### config.mk
export PLATFORM = sky130hd
export DESIGN_NAME = tpde_front
export DESIGN_NICKNAME = d
export VERILOG_FILES = /design/src/sv/tpde_pkg.sv /design/src/sv/tpde_front.sv
export SDC_FILE = /design/constraint.sdc
export NUM_CORES = 1
export LEC_CHECK = 0
export ABC_AREA = 1
export BUFFER_PORTS_ARGS = -buffer_cell sky130_fd_sc_hd__clkbuf_2
export CAP_MARGIN = 20
export CORE_MARGIN = 8
export CORE_UTILIZATION = 52
export CTS_CLUSTER_DIAMETER = 120
export DETAILED_ROUTE_END_ITERATION = 10
export GPL_TIMING_DRIVEN = 0
export PLACE_DENSITY_LB_ADDON = 0.15
export SLEW_MARGIN = 10
export SYNTH_ARGS = -nofsm -noshare
export SYNTH_HDL_FRONTEND = slang
export SYNTH_SLANG_ARGS = --single-unit
### constraint.sdc
create_clock -name clk -period 7.6 [get_ports clk]
set_clock_uncertainty 0.15 [all_clocks]
set_input_delay 1.52 -clock clk [delete_from_list [all_inputs] [get_ports clk]]
set_output_delay 1.52 -clock clk [all_outputs]
set_load 0.03 [all_outputs]
### src/sv/tpde_pkg.sv
// Shared types, constants and helpers for the tile pixel draw engine.
// No dependencies; the front end, back end and top level import this package.
package tpde_pkg;

	localparam int MAX_PIXELS    = 4096;
	localparam int PALETTE_WORDS = 256;
	localparam int PIX_AW        = $clog2(MAX_PIXELS);
	localparam int PAL_AW        = 8;
	localparam int TDIM_W        = 10;
	localparam int CLP_W         = 15;
	localparam int IDX_W         = 2 * TDIM_W + 1;
	localparam int DCOL_W        = 15;
	localparam int CNT_W         = 16;
	localparam int Q_DEPTH       = 2;
	localparam int Q_AW          = 1;

	localparam logic [15:0] OPAQUE_BIT  = 16'h8000;
	localparam logic [15:0] COLOR_MASK  = 16'h7fff;
	localparam logic [CNT_W-1:0] CLEAR_COUNT =
		(MAX_PIXELS > 65535) ? {CNT_W{1'b1}} : CNT_W'(MAX_PIXELS);

	localparam logic [3:0] OPC_CLEAR  = 4'd0;
	localparam logic [3:0] OPC_SET    = 4'd1;
	localparam logic [3:0] OPC_ON     = 4'd2;
	localparam logic [3:0] OPC_OFF    = 4'd3;
	localparam logic [3:0] OPC_PLOT   = 4'd4;
	localparam logic [3:0] OPC_HLINE  = 4'd5;
	localparam logic [3:0] OPC_VLINE  = 4'd6;
	localparam logic [3:0] OPC_RECT   = 4'd7;
	localparam logic [3:0] OPC_FILL   = 4'd8;
	localparam logic [3:0] OPC_SPRITE = 4'd9;
	localparam logic [3:0] OPC_PALW   = 4'd10;
	localparam logic [3:0] OPC_READ   = 4'd11;

	localparam logic [1:0] REG_TILE_WIDTH  = 2'd0;
	localparam logic [1:0] REG_TILE_HEIGHT = 2'd1;
	localparam logic [1:0] REG_DRAW_COLOR  = 2'd2;

	typedef enum logic [3:0] {
		K_CLEAR, K_SET, K_ON, K_OFF, K_PLOT, K_HLINE, K_VLINE,
		K_RECT, K_FILL, K_SPRITE, K_PALW, K_READ, K_NOP
	} kind_t;

	typedef enum logic [3:0] {
		ST_CLR, ST_IDLE, ST_START, ST_RMW, ST_SETUP, ST_RUN,
		ST_SPR_RD, ST_SPR_WR, ST_DONE
	} eng_state_t;

	typedef struct packed {
		kind_t              kind;
		logic signed [11:0] pos_x;
		logic signed [11:0] pos_y;
		logic signed [11:0] span_w;
		logic signed [11:0] span_h;
		logic [15:0]        pixel_color;
		logic [31:0]        plane_bits;
		logic [3:0]         palette_number;
		logic [7:0]         palette_entry;
	} cmd_t;

	typedef struct packed {
		logic [TDIM_W-1:0] tile_width;
		logic [TDIM_W-1:0] tile_height;
		logic [DCOL_W-1:0] draw_color;
	} cfg_t;

	function automatic logic in_tile(input logic signed [CLP_W-1:0] x,
		input logic signed [CLP_W-1:0] y, input logic [TDIM_W-1:0] w,
		input logic [TDIM_W-1:0] h);
		logic signed [CLP_W-1:0] ws;
		logic signed [CLP_W-1:0] hs;
		ws = $signed(CLP_W'(w));
		hs = $signed(CLP_W'(h));
		return (x >= 0) && (y >= 0) && (x < ws) && (y < hs);
	endfunction

	function automatic logic [IDX_W-1:0] lin_idx(input logic [TDIM_W-1:0] x,
		input logic [TDIM_W-1:0] y, input logic [TDIM_W-1:0] w);
		return IDX_W'(y) * IDX_W'(w) + IDX_W'(x);
	endfunction

endpackage

### src/sv/tpde_front.sv
// Front end: accepts stream beats, decodes the opcode into a kind and
// queues commands for the back end. Depends on tpde_pkg.
module tpde_front (
	input  logic                clk,
	input  logic                arst_n,
	input  logic                s_tvalid,
	output logic                s_tready,
	input  logic [111:0]        s_tdata,   // pos_x, pos_y, span_w, span_h, pixel_color,
	                                       // plane_bits, palette_number, palette_entry, pad
	input  logic [3:0]          s_tuser,   // opcode
	input  logic                accept_en,
	output tpde_pkg::cmd_t      cmd,
	output logic                cmd_valid,
	input  logic                cmd_ready
);
	import tpde_pkg::*;

	cmd_t            q_mem [Q_DEPTH];
	logic [Q_AW-1:0] wr_q;
	logic [Q_AW-1:0] rd_q;
	logic [Q_AW:0]   cnt_q;
	cmd_t            in_cmd;
	logic            push;
	logic            pop;

	always_comb begin
		case (s_tuser)
			OPC_CLEAR:  in_cmd.kind = K_CLEAR;
			OPC_SET:    in_cmd.kind = K_SET;
			OPC_ON:     in_cmd.kind = K_ON;
			OPC_OFF:    in_cmd.kind = K_OFF;
			OPC_PLOT:   in_cmd.kind = K_PLOT;
			OPC_HLINE:  in_cmd.kind = K_HLINE;
			OPC_VLINE:  in_cmd.kind = K_VLINE;
			OPC_RECT:   in_cmd.kind = K_RECT;
			OPC_FILL:   in_cmd.kind = K_FILL;
			OPC_SPRITE: in_cmd.kind = K_SPRITE;
			OPC_PALW:   in_cmd.kind = K_PALW;
			OPC_READ:   in_cmd.kind = K_READ;
			default:    in_cmd.kind = K_NOP;
		endcase
		in_cmd.pos_x          = s_tdata[11:0];
		in_cmd.pos_y          = s_tdata[23:12];
		in_cmd.span_w         = s_tdata[35:24];
		in_cmd.span_h         = s_tdata[47:36];
		in_cmd.pixel_color    = s_tdata[63:48];
		in_cmd.plane_bits     = s_tdata[95:64];
		in_cmd.palette_number = s_tdata[99:96];
		in_cmd.palette_entry  = s_tdata[107:100];
	end

	assign s_tready  = accept_en && (cnt_q != (Q_AW+1)'(Q_DEPTH));
	assign push      = s_tvalid && s_tready;
	assign cmd_valid = (cnt_q != '0);
	assign pop       = cmd_valid && cmd_ready;
	assign cmd       = q_mem[rd_q];

	always_ff @(posedge clk) begin
		if (push) q_mem[wr_q] <= in_cmd;
	end

	always_ff @(posedge clk or negedge arst_n) begin
		if (!arst_n) begin
			wr_q  <= '0;
			rd_q  <= '0;
			cnt_q <= '0;
		end else begin
			if (push) wr_q <= wr_q + 1'b1;
			if (pop) rd_q <= rd_q + 1'b1;
			cnt_q <= cnt_q + (Q_AW+1)'(push) - (Q_AW+1)'(pop);
		end
	end

endmodule

After elaboration in Yosys (flattened, before gate mapping)
Memory sizes are Yosys's and may differ from the RTL's.
Index checks and enable logic that the tools add are counted.
{"block": "totals", "register_bits": 4, "ramBits": 224, "mem_bits_ro": 64, "out_inout_bits": 114, "word_cells": 16, "mem_count": 2}
{"block": "op_classes", "addsub": 4, "eq_ne": 1, "muxes": 2, "reduce_logical": 4}
{"memory": "q_mem", "words": 2, "width": 112, "rd": 1, "rd_ports_with_merged_regs": 0, "write_ports": 1, "line": "tpde_front.sv:18", "rtl": "cmd_t q_mem [Q_DEPTH];"}
{"memory": "(name not given)", "words": 16, "width": 4, "rd": 1, "rd_ports_with_merged_regs": 0, "write_ports": 0, "line": "tpde_front.sv:27", "rtl": "case (s_tuser)"}
{"op": "logical AND 1 bit", "n": 3}
{"op": "adder 1 bit, second input constant", "n": 2}
{"op": "adder 2 x 1 -> 2 bit", "n": 1}
{"op": "2-to-1 mux 1 bit", "n": 2}
{"op": "inequality test 2 bit, second input constant", "n": 1}
{"op": "nonzero test 2 bit", "n": 1}
{"op": "subtractor 2 x 1 -> 2 bit", "n": 1}

Logic depth before layout (Yosys ltp)
{"block": "depth", "depth_word": 5, "mapped_depth": 10, "mapped_depth_nobuf": 10}

Worst setup path after synthesis
Ideal clock, no wire load.
{"block": "synth_path", "kind": "in2reg", "startpoint": "input s_tvalid", "endpoint": "memory q_mem[1][0] (netlist bit), enable pin", "setup_ns": 0.584, "t_arrival_ns": 6.303, "required_time_ns": 6.866, "slack_ns": 0.563, "cell_stages": 2, "path_cell_list": "nand3_1 nor2_1"}
{"block": "synth_between", "elab_chain_cells": 3}
{"element": "start, declared", "line": "tpde_front.sv:6", "rtl": "input logic s_tvalid,"}
{"element": "logical AND 1 bit", "line": "tpde_front.sv:53", "rtl": "assign push = s_tvalid && s_tready;"}
{"element": "2-to-1 mux 1 bit", "line": "tpde_front.sv:59", "rtl": "if (push) q_mem[wr_q] <= in_cmd;"}
{"element": "2-to-1 mux 1 bit (implied by the code)", "line": "tpde_front.sv:59"}
{"element": "end, declared", "line": "tpde_front.sv:18"}
No other way between the ends.

Final worst setup path
{"block": "layout_path", "startpoint": "input accept_en", "endpoint": "output s_tready"}
{"block": "layout_between", "elab_chain_cells": 1}
{"element": "start, declared", "line": "tpde_front.sv:11", "rtl": "input logic accept_en,"}
{"element": "logical AND 1 bit", "line": "tpde_front.sv:52", "rtl": "assign s_tready = accept_en && (cnt_q != (Q_AW+1)'(Q_DEPTH));"}
{"element": "end, declared", "line": "tpde_front.sv:7", "rtl": "output logic s_tready,"}
No other way between the ends.

==> impl_metrics.prom <==
# TYPE chip_impl_metric gauge
chip_impl_metric{name="drtPass1Iterations",unit=""} 4
chip_impl_metric{name="floorplan.io_pins",unit=""} 235
chip_impl_metric{name="stdcell_count",unit=""} 1113
chip_impl_metric{name="grt_pass1_vias",unit=""} 5647
chip_impl_metric{name="drive_above_1_share",unit="%"} 32.7
chip_impl_metric{name="cts_setup_buffers",unit=""} 0
chip_impl_info{name="holdCritStartpoint",value="cnt_q[0]"} 1
chip_impl_metric{name="timing.final.hold_violations",unit=""} 0
chip_impl_metric{name="synth.yosys.seq_area_share",unit="%"} 81.0
chip_impl_metric{name="vertical_extent_of_the_die",unit="um"} 143
chip_impl_metric{name="max-cap-violations",unit=""} 0
chip_impl_info{name="hold-path-endpoint",value="cnt_q[0]"} 1
chip_impl_metric{name="max_slew_margin",unit="%"} 68.7
chip_impl_metric{name="htree_levels",unit=""} 1
chip_impl_metric{name="cts_buffer_depth",unit=""} 3
chip_impl_info{name="timing.critical_path.to_type",value="output pin"} 1
chip_impl_metric{name="io_buffers",unit=""} 230
chip_impl_metric{name="postRouteAntennaNets",unit=""} 0
chip_impl_metric{name="postSynthCellCount",unit=""} 620
chip_impl_info{name="class_of_the_worst_hold_path",value="flop to flop"} 1
chip_impl_info{name="setup.worst_path.class",value="input pin to output pin"} 1
chip_impl_metric{name="slew_viol_final",unit=""} 0
chip_impl_info{name="setup.worst_path.start",value="accept_en"} 1
chip_impl_info{name="root_buffer_cell",value="sky130_fd_sc_hd__clkbuf_16"} 1
chip_impl_metric{name="synth_fp_nets",unit=""} 743
chip_impl_metric{name="fin_crit_sh",unit="%"} 49.4
chip_impl_metric{name="clk_pin_slew_worst_paths",unit="ps"} 60
chip_impl_metric{name="die_area",unit="mm2"} 0.0205
chip_impl_metric{name="max_freq",unit="MHz"} 267
chip_impl_metric{name="pwr_density_cell",unit="mW/mm2"} 395
chip_impl_metric{name="final.fill_count",unit=""} 1197
chip_impl_metric{name="clkSinkCount",unit=""} 228
chip_impl_info{name="final_common_cell",value="sky130_fd_sc_hd__nand2_1"} 1
chip_impl_metric{name="cp.arrival",unit="ps"} 2080
chip_impl_metric{name="total_wire_length",unit="mm"} 18.5
chip_impl_info{name="critPathLaunchType",value="input pin"} 1
chip_impl_metric{name="drt_drc_violations_left",unit=""} 0
chip_impl_metric{name="hold_depth",unit=""} 1
chip_impl_metric{name="grt.total_usage",unit="%"} 17.5
chip_impl_metric{name="critical_path_required",unit="ps"} 5930
chip_impl_info{name="critical_path.reg2reg.startpoint",value="cnt_q[1]"} 1
chip_impl_info{name="timing.rr.end",value="q_mem[1][59]"} 1
chip_impl_metric{name="dieWidth",unit="um"} 143
chip_impl_metric{name="max_slew.worst_pin.slew",unit="ps"} 469
chip_impl_metric{name="layout.nets",unit=""} 1003
chip_impl_metric{name="synth-seq-cells",unit=""} 228
chip_impl_metric{name="finalWorstPathRequiredPeriod",unit="ps"} 3750
chip_impl_metric{name="r2r_slack",unit="ps"} 5310
chip_impl_metric{name="cts.repair.resized",unit=""} 0
chip_impl_metric{name="clk_latency",unit="ps"} 490
chip_impl_metric{name="grt_start_max_net_pins",unit=""} 82
chip_impl_metric{name="ys_warn_count",unit=""} 0
chip_impl_metric{name="viasPerCell",unit=""} 4.88
chip_impl_metric{name="crit_path_max_fanout",unit=""} 3
chip_impl_metric{name="hold_slack",unit="ps"} 362
chip_impl_metric{name="static-leakage-power",unit="uW"} 0.00466
chip_impl_metric{name="cts_made_buffers",unit=""} 23
chip_impl_metric{name="vias",unit=""} 5432
chip_impl_metric{name="ir_worst_vdd",unit="V"} 0.000247
chip_impl_metric{name="dp.cells",unit=""} 1071
chip_impl_metric{name="layout-area-overhead-vs-synth",unit="%"} 26.5
chip_impl_info{name="cts_tree",value="done"} 1
chip_impl_info{name="status",value="finished, final reports clean"} 1
chip_impl_metric{name="first_pass_grt_wire_length",unit="mm"} 28.0
chip_impl_metric{name="sequential_cell_area",unit="mm2"} 0.00683
chip_impl_metric{name="grt_antenna_before_repair",unit=""} 0
chip_impl_metric{name="placement_rows",unit=""} 46
chip_impl_metric{name="count_of_routing_violations_after_the_opening_detailed_route_iteration",unit=""} 386
chip_impl_metric{name="initial_utilization",unit="%"} 53.1
chip_impl_info{name="most-common-layout-cells",value="348 x sky130_fd_sc_hd__nand2_1, 230 x sky130_fd_sc_hd__clkbuf_2, 224 x sky130_fd_sc_hd__edfxtp_1, 23 x sky130_fd_sc_hd__clkbuf_16, 14 x sky130_fd_sc_hd__buf_2"} 1
chip_impl_metric{name="area_of_the_multi_input_gates",unit="mm2"} 0.00139
chip_impl_metric{name="wl_per_cell",unit="um"} 16.7
chip_impl_metric{name="final-setup-viol-count",unit=""} 0
chip_impl_metric{name="netlist_area",unit="mm2"} 0.00843
chip_impl_metric{name="core",unit="mm2"} 0.0159
chip_impl_info{name="rsz0062_at_grt",value="false"} 1
chip_impl_metric{name="overflow",unit=""} 0
chip_impl_metric{name="unique_masters_post_synth",unit=""} 13
chip_impl_metric{name="gp_congestion",unit=""} 0.778
chip_impl_metric{name="synth_area_per_cell",unit="um2"} 13.6
chip_impl_metric{name="worst_r2r_path_depth",unit=""} 6
chip_impl_metric{name="dp_hpwl",unit="mm"} 13.2
chip_impl_metric{name="cts_hold_buf",unit=""} 0
-- cell type report --
class	count	area share [%]
sequential	228	64.0
multi-input combinational	358	13.0
timing repair buffer	235	11.9
clock buffer	27	5.54
tap	216	2.54
buffer	25	1.75
clock inverter	14	0.833
inverter	9	0.387
antenna	1	0.0235
-- metrics by stage --
step / utilization (%) / total power, uW / setup TNS [ps] / area, um2 / setup slack (ps)
2_1_floorplan: - / 2730 / 0 / 8430 / 563
3_3_place_gp: 62.0 / 3230 / -222390 / 9850 / -1990
3_5_place_dp: 62.8 / 3250 / 0 / 9980 / 3830
4_1_cts: 67.1 / 4260 / 0 / 10700 / 3820
5_1_grt: 67.1 / 4430 / 0 / 10700 / 3790
6_report: 67.1 / 4220 / 0 / 10700 / 3850
-- cell usage after synthesis --
| master | instances | area share [%] |
|---|---|---|
| sky130_fd_sc_hd__buf_6 | 9 | 1.2 |
| sky130_fd_sc_hd__nand2_1 | 348 | 15 |
| sky130_fd_sc_hd__nand4_1 | 1 | 0.074 |
| sky130_fd_sc_hd__inv_1 | 8 | 0.36 |
| sky130_fd_sc_hd__nand3_1 | 3 | 0.18 |
| sky130_fd_sc_hd__edfxtp_1 | 224 | 80 |
| sky130_fd_sc_hd__buf_4 | 2 | 0.18 |
| sky130_fd_sc_hd__inv_4 | 1 | 0.074 |
| sky130_fd_sc_hd__nor2_1 | 1 | 0.044 |
| sky130_fd_sc_hd__ha_1 | 2 | 0.30 |
| sky130_fd_sc_hd__a21boi_0 | 3 | 0.27 |
| sky130_fd_sc_hd__buf_2 | 14 | 0.83 |
| sky130_fd_sc_hd__dfrtp_1 | 4 | 1.2 |
-- sequential cells by signal (all words and copies together) (netlist names) --
signal  cells
rd_q        1
q_mem     224
cnt_q       2
wr_q        1
-- worst max-delay path: stages --
cell and delay, ps:
sky130_fd_sc_hd__clkbuf_2 100, sky130_fd_sc_hd__a21boi_0 220, sky130_fd_sc_hd__clkbuf_2 240
-- kinds of logic (layout without fill, tap and decap cells) --
family	count (synthesis)	in the layout	share of synthesized area, %
adders and majority gates	2	2	0.297
buffers and inverters	34	310	2.64
DFF	228	228	81.0
and+or+nand+nor	353	353	15.8
other	0	1	0
AOI/OAI and AO/OA	3	3	0.267
-- worst max-delay path by stage --
stage,end,slack (ps)
floorplan,q_mem[1][0],560
global placement,q_mem[1][61],-1990
detailed placement,s_tready,3830
CTS,s_tready,3820
global route,s_tready,3790
finish,s_tready,3850
-- power by group --
part	internal [uW]	switching, uW	leakage, uW
registers	1560	37.2	0.00210
clock network	586	424	0.000333
logic	419	1190	0.00223
-- per-layer routing --
layer  vias up  track usage, %  wire length [um]
li1       2620               -                 -
met1      2555            20.0              7000
met4         0            6.59               570
met2       215            29.8              9130
met5         -               0                 0
met3        42            6.24              1850
No activity file was read; power rests on OpenSTA's default activity.
